## src/hw/rtl/lewg_pkg.sv

```systemverilog
// Shared types, codes and constants of the LED effect waveform generator.
// Used by lewg_div, lewg_ctrl, lewg_dp and led_effect_waveform_generator.
// No dependencies.
package lewg_pkg;

    // Fixed-point layout
    localparam int PHASE_BITS   = 16;
    localparam int SINE_ENTRIES = 256;
    localparam int IDX_BITS     = $clog2(SINE_ENTRIES);
    localparam int TICK_MS      = 20;
    localparam int ELAPSED_MAX  = 2047;

    // Shared divider: quotient always fits QUO_W bits, so the first
    // DVD_W - QUO_W dividend bits load straight into the remainder.
    localparam int DVD_W     = 35;
    localparam int DVS_W     = 19;
    localparam int QUO_W     = 17;
    localparam int DIV_STEPS = QUO_W;
    localparam int CNT_W     = $clog2(DIV_STEPS + 1);

    // sin(pi*u) approximation 16p/(5N^2 - 4p), scaled to Q16
    localparam int RCOS_DEN_BASE = 5 * SINE_ENTRIES * SINE_ENTRIES;
    localparam int RCOS_SHIFT    = 20;

    // Effect modes
    localparam logic [2:0] MODE_CONST   = 3'd0;
    localparam logic [2:0] MODE_ALT     = 3'd1;
    localparam logic [2:0] MODE_BREATHE = 3'd2;
    localparam logic [2:0] MODE_DRIFT   = 3'd3;
    localparam logic [2:0] MODE_SPARKLE = 3'd4;

    // Drive codes
    localparam logic [1:0] DRV_OFF  = 2'd0;
    localparam logic [1:0] DRV_POS  = 2'd1;
    localparam logic [1:0] DRV_NEG  = 2'd2;
    localparam logic [1:0] DRV_BOTH = 2'd3;

    // Configuration register indexes
    localparam logic [1:0] CFG_MODE   = 2'd0;
    localparam logic [1:0] CFG_SPEED  = 2'd1;
    localparam logic [1:0] CFG_BRIGHT = 2'd2;

    // Reset values of the configuration registers
    localparam logic [2:0] MODE_RESET   = MODE_CONST;
    localparam logic [6:0] SPEED_RESET  = 7'd30;
    localparam logic [7:0] BRIGHT_RESET = 8'd255;

    localparam logic [6:0] SPEED_MIN = 7'd1;
    localparam logic [6:0] SPEED_MAX = 7'd100;

    // Chaos and flicker constants
    localparam logic [6:0] CHAOS_GOAL_BASE = 7'd50;
    localparam int         CHAOS_STEP      = 5;
    localparam int         CHAOS_DIV       = 100;
    localparam int         FLICK_BASE      = 550;
    localparam int         FLICK_GAIN      = 3;
    localparam int         FLICK_FULL      = 1000;

    // Divide by 100 and by 1000 as floor(x * M >> k), exact for x below
    // 2^15 and 2^18 respectively
    localparam int CHAOS_RECIP       = 20972;
    localparam int CHAOS_RECIP_SHIFT = 21;
    localparam int FLICK_RECIP       = 67109;
    localparam int FLICK_RECIP_SHIFT = 26;

    typedef struct packed {
        logic [5:0] chaos_draw;
        logic [6:0] flicker_draw;
    } tick_t;

    typedef struct packed {
        logic [7:0] duty_a;
        logic [7:0] duty_b;
        logic [1:0] drive;
    } result_t;

    typedef enum logic [3:0] {
        S_IDLE,
        S_PINC,
        S_PSTEP,
        S_RCOS,
        S_SCALE,
        S_CHAOS,
        S_LSTART,
        S_LDIV,
        S_RESULT
    } state_t;

    typedef enum logic [1:0] {
        DIV_PHASE,
        DIV_RCOS
    } div_sel_t;

    typedef enum logic [1:0] {
        DUTY_ZERO,
        DUTY_BRIGHT,
        DUTY_LEVEL,
        DUTY_SCALE
    } duty_src_t;

    typedef struct packed {
        logic      load_in;
        logic      div_start;
        div_sel_t  div_sel;
        logic      phase_add;
        logic      chaos_upd;
        logic      lvl_load;
        logic      sq_load;
        logic      duty_load;
        duty_src_t duty_src;
        logic      out_load;
    } cmd_t;

    typedef struct packed {
        logic       div_done;
        logic       bright_zero;
        logic [2:0] mode;
    } status_t;

endpackage

```

## src/hw/rtl/lewg_div.sv

```systemverilog
// Restoring divider, one quotient bit per cycle, shared by the phase-step and raised-cosine divisions.
// Depends on lewg_pkg for widths and step count.
module lewg_div (
    input  logic                        clk,
    input  logic                        rst_n,
    input  logic                        start,
    input  logic [lewg_pkg::DVD_W-1:0]  dividend,
    input  logic [lewg_pkg::DVS_W-1:0]  divisor,
    output logic                        done,
    output logic [lewg_pkg::QUO_W-1:0]  quotient
);

    logic [lewg_pkg::DVS_W-1:0] rem_reg, rem_next;
    logic [lewg_pkg::QUO_W-1:0] quo_reg, quo_next;
    logic [lewg_pkg::DVS_W-1:0] dvs_reg, dvs_next;
    logic [lewg_pkg::CNT_W-1:0] count_reg, count_next;
    logic                       done_reg, done_next;
    logic [lewg_pkg::DVS_W:0]   trial;
    logic [lewg_pkg::DVS_W:0]   diff;
    logic                       ge;

    always_comb
    begin
        trial = {rem_reg, quo_reg[lewg_pkg::QUO_W-1]};
        diff  = trial - {1'b0, dvs_reg};
        ge    = (trial >= {1'b0, dvs_reg});

        rem_next   = rem_reg;
        quo_next   = quo_reg;
        dvs_next   = dvs_reg;
        count_next = count_reg;
        done_next  = 1'b0;

        if (start)
        begin
            // Upper dividend bits are known to be below the divisor
            rem_next   = {1'b0, dividend[lewg_pkg::DVD_W-1:lewg_pkg::QUO_W]};
            quo_next   = dividend[lewg_pkg::QUO_W-1:0];
            dvs_next   = divisor;
            count_next = lewg_pkg::CNT_W'(lewg_pkg::DIV_STEPS);
        end
        else if (count_reg != '0)
        begin
            rem_next   = ge ? diff[lewg_pkg::DVS_W-1:0] : trial[lewg_pkg::DVS_W-1:0];
            quo_next   = {quo_reg[lewg_pkg::QUO_W-2:0], ge};
            count_next = count_reg - lewg_pkg::CNT_W'(1);
            done_next  = (count_reg == lewg_pkg::CNT_W'(1));
        end
    end

    always_ff @(posedge clk or negedge rst_n)
    begin
        if (!rst_n)
        begin
            count_reg <= '0;
            done_reg  <= 1'b0;
        end
        else
        begin
            count_reg <= count_next;
            done_reg  <= done_next;
        end
    end

    always_ff @(posedge clk)
    begin
        rem_reg <= rem_next;
        quo_reg <= quo_next;
        dvs_reg <= dvs_next;
    end

    assign done     = done_reg;
    assign quotient = quo_reg;

endmodule

```

## src/hw/rtl/lewg_ctrl.sv

```systemverilog
// Sequencer of the waveform generator: accepts ticks, steps the datapath,
// and owns the result valid flag. Depends on lewg_pkg.
module lewg_ctrl (
    input  logic              clk,
    input  logic              rst_n,
    input  logic              tick_valid,
    output logic              tick_stall,
    output logic              result_valid,
    input  logic              result_stall,
    input  lewg_pkg::status_t status,
    output lewg_pkg::cmd_t    cmd
);

    lewg_pkg::state_t state_reg, state_next;
    logic             out_valid_reg, out_valid_next;
    logic             accept;
    logic             out_free;

    assign accept   = tick_valid && (state_reg == lewg_pkg::S_IDLE);
    assign out_free = !out_valid_reg || !result_stall;

    always_comb
    begin
        state_next = state_reg;
        case (state_reg)
            lewg_pkg::S_IDLE:
            begin
                if (accept)
                begin
                    if (status.bright_zero || status.mode == lewg_pkg::MODE_CONST)
                        state_next = lewg_pkg::S_RESULT;
                    else
                        state_next = lewg_pkg::S_PINC;
                end
            end
            lewg_pkg::S_PINC:
            begin
                if (status.div_done)
                    state_next = lewg_pkg::S_PSTEP;
            end
            lewg_pkg::S_PSTEP:
            begin
                case (status.mode)
                    lewg_pkg::MODE_ALT,
                    lewg_pkg::MODE_BREATHE: state_next = lewg_pkg::S_RCOS;
                    lewg_pkg::MODE_DRIFT:   state_next = lewg_pkg::S_CHAOS;
                    lewg_pkg::MODE_SPARKLE: state_next = lewg_pkg::S_LSTART;
                    default:                state_next = lewg_pkg::S_RESULT;
                endcase
            end
            lewg_pkg::S_RCOS:
            begin
                if (status.div_done)
                    state_next = lewg_pkg::S_SCALE;
            end
            lewg_pkg::S_SCALE:  state_next = lewg_pkg::S_RESULT;
            lewg_pkg::S_CHAOS:  state_next = lewg_pkg::S_LSTART;
            lewg_pkg::S_LSTART: state_next = lewg_pkg::S_LDIV;
            lewg_pkg::S_LDIV:   state_next = lewg_pkg::S_RESULT;
            lewg_pkg::S_RESULT:
            begin
                if (out_free)
                    state_next = lewg_pkg::S_IDLE;
            end
            default: state_next = lewg_pkg::S_IDLE;
        endcase
    end

    always_comb
    begin
        cmd           = '0;
        cmd.div_sel   = lewg_pkg::DIV_PHASE;
        cmd.duty_src  = lewg_pkg::DUTY_ZERO;
        case (state_reg)
            lewg_pkg::S_IDLE:
            begin
                if (accept)
                begin
                    cmd.load_in = 1'b1;
                    if (status.bright_zero)
                    begin
                        cmd.duty_load = 1'b1;
                        cmd.duty_src  = lewg_pkg::DUTY_ZERO;
                    end
                    else if (status.mode == lewg_pkg::MODE_CONST)
                    begin
                        cmd.duty_load = 1'b1;
                        cmd.duty_src  = lewg_pkg::DUTY_BRIGHT;
                    end
                    else
                    begin
                        cmd.div_start = 1'b1;
                        cmd.div_sel   = lewg_pkg::DIV_PHASE;
                    end
                end
            end
            lewg_pkg::S_PINC:
            begin
                cmd.phase_add = status.div_done;
            end
            lewg_pkg::S_PSTEP:
            begin
                case (status.mode)
                    lewg_pkg::MODE_ALT,
                    lewg_pkg::MODE_BREATHE:
                    begin
                        cmd.div_start = 1'b1;
                        cmd.div_sel   = lewg_pkg::DIV_RCOS;
                    end
                    lewg_pkg::MODE_DRIFT,
                    lewg_pkg::MODE_SPARKLE: ;
                    default:
                    begin
                        // unused mode codes: phase moved, output off
                        cmd.duty_load = 1'b1;
                        cmd.duty_src  = lewg_pkg::DUTY_ZERO;
                    end
                endcase
            end
            lewg_pkg::S_RCOS:
            begin
                cmd.sq_load = status.div_done;
            end
            lewg_pkg::S_SCALE:
            begin
                cmd.duty_load = 1'b1;
                cmd.duty_src  = lewg_pkg::DUTY_SCALE;
            end
            lewg_pkg::S_CHAOS:
            begin
                cmd.chaos_upd = 1'b1;
            end
            lewg_pkg::S_LSTART:
            begin
                cmd.lvl_load = 1'b1;
            end
            lewg_pkg::S_LDIV:
            begin
                cmd.duty_load = 1'b1;
                cmd.duty_src  = lewg_pkg::DUTY_LEVEL;
            end
            lewg_pkg::S_RESULT:
            begin
                cmd.out_load = out_free;
            end
            default: ;
        endcase
    end

    // Hold the result while the receiver stalls
    assign out_valid_next = cmd.out_load || (out_valid_reg && result_stall);

    always_ff @(posedge clk or negedge rst_n)
    begin
        if (!rst_n)
        begin
            state_reg     <= lewg_pkg::S_IDLE;
            out_valid_reg <= 1'b0;
        end
        else
        begin
            state_reg     <= state_next;
            out_valid_reg <= out_valid_next;
        end
    end

    assign tick_stall   = (state_reg != lewg_pkg::S_IDLE);
    assign result_valid = out_valid_reg;

endmodule

```

## src/hw/rtl/lewg_dp.sv

```systemverilog
// Datapath of the waveform generator: configuration, phase and chaos state,
// raised-cosine and scaling arithmetic, result register.
// Depends on lewg_pkg and lewg_div.
module lewg_dp (
    input  logic              clk,
    input  logic              rst_n,
    input  logic              cfg_we,
    input  logic [1:0]        cfg_index,
    input  logic [7:0]        cfg_data,
    input  lewg_pkg::tick_t   tick,
    input  lewg_pkg::cmd_t    cmd,
    output lewg_pkg::status_t status,
    output lewg_pkg::result_t result
);

    // Configuration
    logic [2:0] mode_reg,   mode_next;
    logic [6:0] speed_reg,  speed_next;
    logic [7:0] bright_reg, bright_next;

    // Effect state
    logic [lewg_pkg::PHASE_BITS-1:0] phase_reg, phase_next;
    logic signed [7:0]               level_reg, level_next;
    logic [6:0]                      goal_reg,  goal_next;
    logic [10:0]                     elapsed_reg, elapsed_next;

    // Working registers
    lewg_pkg::tick_t    draw_reg;
    logic [16:0]        sq_reg;
    logic [17:0]        lvl_x_reg;
    logic [7:0]         duty_reg;
    logic [1:0]         drive_reg;
    lewg_pkg::result_t  result_reg;

    logic [6:0]                      sp;
    logic [lewg_pkg::IDX_BITS-1:0]   idx;
    logic [17:0]                     p_full;
    logic [14:0]                     p;
    logic [lewg_pkg::DVS_W-1:0]      rcos_den;
    logic [14:0]                     lvl_prod;
    logic [9:0]                      flick_raw;
    logic [9:0]                      flick;
    logic [17:0]                     flick_prod;
    logic [17:0]                     lvl_x;
    logic [16:0]                     lvl_recip;
    logic [34:0]                     lvl_mul;
    logic [13:0]                     lvl_quo;
    logic [lewg_pkg::DVD_W-1:0]      dvd;
    logic [lewg_pkg::DVS_W-1:0]      dvs;
    logic                            div_done;
    logic [lewg_pkg::QUO_W-1:0]      quo;
    logic [33:0]                     sq_full;
    logic [24:0]                     scale_full;
    logic [7:0]                      duty_sel;
    logic [1:0]                      drive_sel;
    logic [11:0]                     elapsed_sum;
    logic [9:0]                      chaos_limit;
    logic                            new_goal;
    logic [6:0]                      goal_use;
    logic signed [8:0]               level_step;
    logic [lewg_pkg::PHASE_BITS-1:0] phase_inc;

    // Speed used clamped to its legal range
    always_comb
    begin
        if (speed_reg < lewg_pkg::SPEED_MIN)
            sp = lewg_pkg::SPEED_MIN;
        else if (speed_reg > lewg_pkg::SPEED_MAX)
            sp = lewg_pkg::SPEED_MAX;
        else
            sp = speed_reg;
    end

    // Raised-cosine operands from the phase
    always_comb
    begin
        if (mode_reg == lewg_pkg::MODE_ALT)
            idx = phase_reg[lewg_pkg::PHASE_BITS-2 -: lewg_pkg::IDX_BITS];
        else
            idx = phase_reg[lewg_pkg::PHASE_BITS-1 -: lewg_pkg::IDX_BITS];
        p_full   = 18'({1'b0, idx} * (9'(lewg_pkg::SINE_ENTRIES) - {1'b0, idx}));
        p        = p_full[14:0];
        rcos_den = lewg_pkg::DVS_W'(lewg_pkg::RCOS_DEN_BASE)
                 - {2'b00, p, 2'b00};
    end

    // Level products, registered, then a reciprocal multiply for the
    // divide by 100 or 1000
    always_comb
    begin
        if (level_reg > 8'sd0)
            lvl_prod = 15'(level_reg[6:0] * bright_reg);
        else
            lvl_prod = '0;
        flick_raw = 10'(lewg_pkg::FLICK_BASE)
                  + 10'({3'b000, draw_reg.flicker_draw} * 10'(lewg_pkg::FLICK_GAIN));
        flick      = (flick_raw > 10'(lewg_pkg::FLICK_FULL)) ?
                     10'(lewg_pkg::FLICK_FULL) : flick_raw;
        flick_prod = 18'(flick * bright_reg);

        if (mode_reg == lewg_pkg::MODE_DRIFT)
        begin
            lvl_x     = {3'b000, lvl_prod};
            lvl_recip = 17'(lewg_pkg::CHAOS_RECIP);
        end
        else
        begin
            lvl_x     = flick_prod;
            lvl_recip = 17'(lewg_pkg::FLICK_RECIP);
        end
        lvl_mul = 35'(lvl_x_reg * lvl_recip);
        if (mode_reg == lewg_pkg::MODE_DRIFT)
            lvl_quo = lvl_mul[34:lewg_pkg::CHAOS_RECIP_SHIFT];
        else
            lvl_quo = {5'b00000, lvl_mul[34:lewg_pkg::FLICK_RECIP_SHIFT]};
    end

    // Divider operand select
    always_comb
    begin
        case (cmd.div_sel)
            lewg_pkg::DIV_PHASE:
            begin
                dvd = lewg_pkg::DVD_W'(1) << lewg_pkg::PHASE_BITS;
                dvs = lewg_pkg::DVS_W'(sp * 9'd5);
            end
            lewg_pkg::DIV_RCOS:
            begin
                dvd = lewg_pkg::DVD_W'(p) << lewg_pkg::RCOS_SHIFT;
                dvs = rcos_den;
            end
            default:
            begin
                dvd = '0;
                dvs = lewg_pkg::DVS_W'(1);
            end
        endcase
    end

    lewg_div u_div (
        .clk      (clk),
        .rst_n    (rst_n),
        .start    (cmd.div_start),
        .dividend (dvd),
        .divisor  (dvs),
        .done     (div_done),
        .quotient (quo)
    );

    assign sq_full    = 34'(quo * quo);
    assign scale_full = 25'(sq_reg * bright_reg);
    assign phase_inc  = quo[lewg_pkg::PHASE_BITS-1:0];

    // Duty and drive for the current item
    always_comb
    begin
        case (cmd.duty_src)
            lewg_pkg::DUTY_ZERO:   duty_sel = '0;
            lewg_pkg::DUTY_BRIGHT: duty_sel = bright_reg;
            lewg_pkg::DUTY_LEVEL:  duty_sel = (lvl_quo > 14'd255) ? 8'd255 : lvl_quo[7:0];
            lewg_pkg::DUTY_SCALE:
                duty_sel = scale_full[24] ? 8'd255 : scale_full[23:16];
            default:               duty_sel = '0;
        endcase

        if (bright_reg == '0)
            drive_sel = lewg_pkg::DRV_OFF;
        else
        begin
            case (mode_reg)
                lewg_pkg::MODE_CONST,
                lewg_pkg::MODE_BREATHE,
                lewg_pkg::MODE_DRIFT,
                lewg_pkg::MODE_SPARKLE: drive_sel = lewg_pkg::DRV_BOTH;
                lewg_pkg::MODE_ALT:
                    drive_sel = phase_reg[lewg_pkg::PHASE_BITS-1] ?
                                lewg_pkg::DRV_NEG : lewg_pkg::DRV_POS;
                default:                drive_sel = lewg_pkg::DRV_OFF;
            endcase
        end
    end

    // Chaos slew: take a new goal when the hold time has run out
    always_comb
    begin
        elapsed_sum = {1'b0, elapsed_reg} + 12'(lewg_pkg::TICK_MS);
        chaos_limit = 10'(sp * 10'd10);
        new_goal    = (elapsed_reg > {1'b0, chaos_limit});
        goal_use    = new_goal ?
                      (lewg_pkg::CHAOS_GOAL_BASE + {1'b0, draw_reg.chaos_draw}) : goal_reg;
        if ($signed({level_reg[7], level_reg}) < $signed({2'b00, goal_use}))
            level_step = {level_reg[7], level_reg} + 9'sd5;
        else
            level_step = {level_reg[7], level_reg} - 9'sd5;
    end

    // Next state of configuration and effect registers
    always_comb
    begin
        mode_next    = mode_reg;
        speed_next   = speed_reg;
        bright_next  = bright_reg;
        phase_next   = phase_reg;
        level_next   = level_reg;
        goal_next    = goal_reg;
        elapsed_next = elapsed_reg;

        if (cmd.phase_add)
            phase_next = phase_reg + phase_inc;

        if (cmd.load_in)
            elapsed_next = (elapsed_sum > 12'(lewg_pkg::ELAPSED_MAX)) ?
                           11'(lewg_pkg::ELAPSED_MAX) : elapsed_sum[10:0];

        if (cmd.chaos_upd)
        begin
            if (new_goal)
            begin
                elapsed_next = '0;
                goal_next    = goal_use;
            end
            if (level_step > 9'sd127)
                level_next = 8'sd127;
            else if (level_step < -9'sd128)
                level_next = -8'sd128;
            else
                level_next = level_step[7:0];
        end

        if (cfg_we)
        begin
            case (cfg_index)
                lewg_pkg::CFG_MODE:
                begin
                    // A real mode change restarts the phase
                    if (cfg_data[2:0] != mode_reg)
                    begin
                        mode_next  = cfg_data[2:0];
                        phase_next = '0;
                    end
                end
                lewg_pkg::CFG_SPEED:  speed_next  = cfg_data[6:0];
                lewg_pkg::CFG_BRIGHT: bright_next = cfg_data;
                default: ;
            endcase
        end
    end

    always_ff @(posedge clk or negedge rst_n)
    begin
        if (!rst_n)
        begin
            mode_reg    <= lewg_pkg::MODE_RESET;
            speed_reg   <= lewg_pkg::SPEED_RESET;
            bright_reg  <= lewg_pkg::BRIGHT_RESET;
            phase_reg   <= '0;
            level_reg   <= '0;
            goal_reg    <= '0;
            elapsed_reg <= '0;
        end
        else
        begin
            mode_reg    <= mode_next;
            speed_reg   <= speed_next;
            bright_reg  <= bright_next;
            phase_reg   <= phase_next;
            level_reg   <= level_next;
            goal_reg    <= goal_next;
            elapsed_reg <= elapsed_next;
        end
    end

    always_ff @(posedge clk)
    begin
        if (cmd.load_in)
            draw_reg <= tick;
        if (cmd.sq_load)
            sq_reg <= sq_full[32:16];
        if (cmd.lvl_load)
            lvl_x_reg <= lvl_x;
        if (cmd.duty_load)
        begin
            duty_reg  <= duty_sel;
            drive_reg <= drive_sel;
        end
        if (cmd.out_load)
        begin
            result_reg.drive <= drive_reg;
            case (drive_reg)
                lewg_pkg::DRV_POS:
                begin
                    result_reg.duty_a <= duty_reg;
                    result_reg.duty_b <= '0;
                end
                lewg_pkg::DRV_NEG:
                begin
                    result_reg.duty_a <= '0;
                    result_reg.duty_b <= duty_reg;
                end
                lewg_pkg::DRV_BOTH:
                begin
                    result_reg.duty_a <= {1'b0, duty_reg[7:1]};
                    result_reg.duty_b <= {1'b0, duty_reg[7:1]};
                end
                default:
                begin
                    result_reg.duty_a <= '0;
                    result_reg.duty_b <= '0;
                end
            endcase
        end
    end

    assign status.div_done    = div_done;
    assign status.bright_zero = (bright_reg == '0);
    assign status.mode        = mode_reg;
    assign result             = result_reg;

endmodule

```

## src/hw/rtl/led_effect_waveform_generator.sv

```systemverilog
// LED effect waveform generator for two anti-parallel LED channels.
//
// Channels: one tick request in (tick_valid/tick_stall, payload tick with two
// random draws), one result request out (result_valid/result_stall, payload
// result with duty_a, duty_b and drive). A request moves at a clock edge with
// valid high and stall low. Registers are written through cfg_we/cfg_index/
// cfg_data: 0 effect mode, 1 speed, 2 brightness; write only while idle.
//
// From tick accept to result valid: brightness zero or constant mode goes
// straight to the result state; else the phase step runs, then unused modes
// load zero, alternating and breathing a scaled raised cosine, and chaos
// (after a slew) and flicker a registered reciprocal multiply. The phase step
// and raised cosine each take one pass of the shared one-bit-per-cycle
// divider (17 steps); one tick is in flight at a time, tick_stall high while
// it is worked on, so a new tick is taken only once the block is idle again.
// The result sits in an output register, so the next tick is taken while a
// finished result still waits under result_stall; the block then waits to
// load its next result until the old one is taken.
// Reset: mode constant, speed 30, brightness 255, phase and chaos state zero,
// no result pending.
module led_effect_waveform_generator (
    input  logic              clk,
    input  logic              rst_n,
    input  logic              tick_valid,
    output logic              tick_stall,
    input  lewg_pkg::tick_t   tick,
    output logic              result_valid,
    input  logic              result_stall,
    output lewg_pkg::result_t result,
    input  logic              cfg_we,
    input  logic [1:0]        cfg_index,
    input  logic [7:0]        cfg_data
);

    lewg_pkg::cmd_t    cmd;
    lewg_pkg::status_t status;

    lewg_ctrl u_ctrl (
        .clk          (clk),
        .rst_n        (rst_n),
        .tick_valid   (tick_valid),
        .tick_stall   (tick_stall),
        .result_valid (result_valid),
        .result_stall (result_stall),
        .status       (status),
        .cmd          (cmd)
    );

    lewg_dp u_dp (
        .clk       (clk),
        .rst_n     (rst_n),
        .cfg_we    (cfg_we),
        .cfg_index (cfg_index),
        .cfg_data  (cfg_data),
        .tick      (tick),
        .cmd       (cmd),
        .status    (status),
        .result    (result)
    );

endmodule
```

## config.mk

```make
export PLATFORM = sky130hd
export DESIGN_NAME = led_effect_waveform_generator
export DESIGN_NICKNAME = d
export VERILOG_FILES = /design/src/hw/rtl/lewg_pkg.sv /design/src/hw/rtl/lewg_div.sv /design/src/hw/rtl/lewg_ctrl.sv /design/src/hw/rtl/lewg_dp.sv /design/src/hw/rtl/led_effect_waveform_generator.sv
export SDC_FILE = /design/constraint.sdc
export NUM_CORES = 2
export LEC_CHECK = 0
export BUFFER_PORTS_ARGS = -buffer_cell sky130_fd_sc_hd__buf_2
export CAP_MARGIN = 30
export CORE_MARGIN = 4
export CORE_UTILIZATION = 40
export CTS_CLUSTER_DIAMETER = 80
export DETAILED_ROUTE_END_ITERATION = 12
export GPL_TIMING_DRIVEN = 0
export PLACE_DENSITY = 0.56
export SETUP_SLACK_MARGIN = 0.3
export SYNTH_ARGS = -nofsm -noshare
export SYNTH_HDL_FRONTEND = slang
export SYNTH_SLANG_ARGS = --single-unit
```

## constraint.sdc

```tcl
create_clock -name clk -period 13 [get_ports clk]
set_input_delay 1.95 -clock clk [delete_from_list [all_inputs] [get_ports clk]]
set_output_delay 1.95 -clock clk [all_outputs]
set_load 0.01 [all_outputs]
```

==> flow_metrics.tcl <==
set metrics [dict create \
    worst_clock_skew_ns 0.0232 \
    r2r-start "u_dp.mode_reg[1]" \
    cp-end-kind "flop" \
    drc_errors 0 \
    synth_edf_count 130 \
    ctsHtreeMaxLevel 1 \
    synth_area_um2 36100 \
    grt_usage_pct 19.2 \
    synth.distinct_cells 83 \
    hold-path-endpoint "u_dp.result[0]" \
    worstPathArrival_ns 10.00 \
    grt_pass1_wl_um 147000 \
    grt_pass1_vias 27100 \
    ant_nets 0 \
    required_ns 13.28 \
    gp_congestion 0.867 \
    cts_resized 0 \
    hold_violations 0 \
    crit_path_frequent_cell "fa_1" \
    synth_cells 3798 \
    vias_per_cell 5.06 \
    setup_tns_ns 0 \
    numClockSinks 202 \
    postCtsSetupRepairBufs 0 \
    cts_tree "yes" \
    slew-limit-headroom_pct 37.9 \
    setup_viol 0 \
    rows 109 \
    fillers 8866 \
    cts_hold_buf 0 \
    port_buffers 47 \
    yosysSeqAreaShare_pct 15.8 \
    path_clk_slew_ns 0.06 \
    final_common_cell "inv_1" \
    start_kind "flop" \
    slowest_stage "buf_1" \
    firstDrtPassIters 5 \
    start_util_pct 40.6 \
    rsz0062_at_grt "false" \
    mostFrequentLayoutCells "729 x inv_1, 552 x fa_1, 487 x ha_1" \
    die_h_um 309 \
    slew_violations 0 \
    r2r_end "u_dp.duty_reg[2]" \
    cp_max_fo 10 \
    core-area_um2 89100 \
    crit_family "adder cells" \
    antenna_found_initial 6 \
    ys_ff_latch 202 \
    wl_um 88100 \
    wl_per_cell_um 17.3 \
    root_buffer "clkbuf_16" \
    synth.avg_cell_area_um2 9.51 \
    hold_class "reg2reg" \
    period_needed_ns 9.72 \
    clock_path_buffers 3 \
    largest_reg_flops 19 \
    critPathKind "reg2reg" \
    max_freq_mhz 103 \
    die_x_um 309 \
    async_flop_share_pct 35.1 \
    drv_cap 0 \
    drtIter0Drc 1235 \
    drive_gt1_share_pct 4.44 \
    hpwl_um 73700 \
    critPathBufInv 9 \
    tightest_slew_ns 0.906 \
    cts_made_buffers 28 \
    grt_max_degree 60 \
    reg2reg_depth 28 \
    hold_depth 0 \
    area_growth_pct 7.85 \
    io_pins 48 \
    reg2reg_slack_ns 3.28 \
    slowest_delay_ns 0.69 \
    vias 25700 \
    yosysWarnings 0 \
    status "completed" \
    worstHoldStart "u_dp.drive_reg[0]" \
    insertion_delay_ns 0.59 \
    fin_nets 4968 \
    grt_overflow 0 \
    finalCritPeriodShare_pct 74.8 \
    ys.flop_type "edfxtp_1" \
    die-area_um2 95200 \
]
worst max-delay path by stage:
stage | cells after the start | slack, ns | end | from
5_1_grt | 28 | 2.84 | u_dp.duty_reg[2] | u_dp.mode_reg[1]
6_report | 28 | 3.28 | u_dp.duty_reg[2] | u_dp.mode_reg[1]
2_1_floorplan | 27 | 5.12 | u_dp.duty_reg[0] | u_dp.mode_reg[1]
3_3_place_gp | 27 | 2.82 | u_dp.duty_reg[2] | u_dp.mode_reg[1]
3_5_place_dp | 28 | 3.34 | u_dp.duty_reg[2] | u_dp.mode_reg[1]
4_1_cts | 28 | 3.34 | u_dp.duty_reg[2] | u_dp.mode_reg[1]
routing by layer:
| metal | track usage, % | part of all wire [%] | vias to the layer above | wire length (um) |
|---|---|---|---|---|
| met5 | 0 | 0.015 | - | 13 |
| met2 | 32.7 | 48 | 367 | 42100 |
| met3 | 2.64 | 4.4 | 102 | 3890 |
| met4 | 4.12 | 2.3 | 2 | 2000 |
| met1 | 26.4 | 46 | 12800 | 40200 |
| li1 | - | - | 12400 | - |
final cells by class:
cell class | count | area (um2) | area share (%)
Clock buffer | 36 | 792 | 2.03
Sequential cell | 202 | 5720 | 14.7
Tap cell | 1165 | 1460 | 3.74
Inverter | 733 | 2750 | 7.06
Timing Repair Buffer | 54 | 335 | 0.861
Multi-Input combinational cell | 2770 | 27300 | 70.1
Clock inverter | 16 | 156 | 0.401
Antenna cell | 3 | 7.51 | 0.0193
Buffer | 112 | 437 | 1.12
synth_stat cells (16+ instances only):
| cell type | number | area (um2) |
|---|---|---|
| a31oi_1 | 16 | 100 |
| ha_1 | 487 | 6090 |
| nor2b_1 | 39 | 244 |
| fa_1 | 552 | 11100 |
| dfrtp_1 | 59 | 1480 |
| mux2_2 | 28 | 315 |
| nand3_1 | 46 | 230 |
| clkbuf_1 | 101 | 379 |
| o21bai_1 | 17 | 128 |
| a21o_1 | 50 | 375 |
| o211ai_1 | 22 | 165 |
| inv_1 | 729 | 2740 |
| and2_1 | 190 | 1190 |
| o22ai_1 | 20 | 125 |
| and3_1 | 32 | 200 |
| xnor2_1 | 96 | 841 |
| mux2i_1 | 32 | 320 |
| edfxtp_1 | 130 | 3900 |
| nor2_1 | 196 | 736 |
| xor2_1 | 54 | 473 |
| nand2_1 | 354 | 1330 |
| nor3_1 | 44 | 220 |
| o21ai_0 | 75 | 375 |
| a211oi_1 | 24 | 180 |
| a21oi_1 | 132 | 661 |
| nand2b_1 | 38 | 238 |
stage by stage:
stage	instance area, um2	std cells	hold slack (ns)	util, %	setup slack [ns]
after floorplan	36200	3817	0.424	-	5.12
after global placement	37900	5029	0.451	42.6	2.82
after detailed placement	38000	5036	0.462	42.7	3.34
after CTS	39000	5088	0.484	43.7	3.34
after global routing	39000	5088	0.494	43.7	2.84
final	39000	5091	0.485	43.8	3.28
logic make-up after synthesis:
family                   share of synthesized area, %
AND/OR/NAND/NOR                                  13.9
adder cells (fa/ha/maj)                          47.5
flip-flops                                       15.8
multiplexers                                     1.79
buffers and inverters                            8.82
AO/OA/AOI/OAI                                    8.55
other                                          0.0208
XOR/XNOR                                         3.64
Power is left out: the tool's default activity adds up to more than one toggle a clock period on the data nets, which glitch-free logic cannot reach.
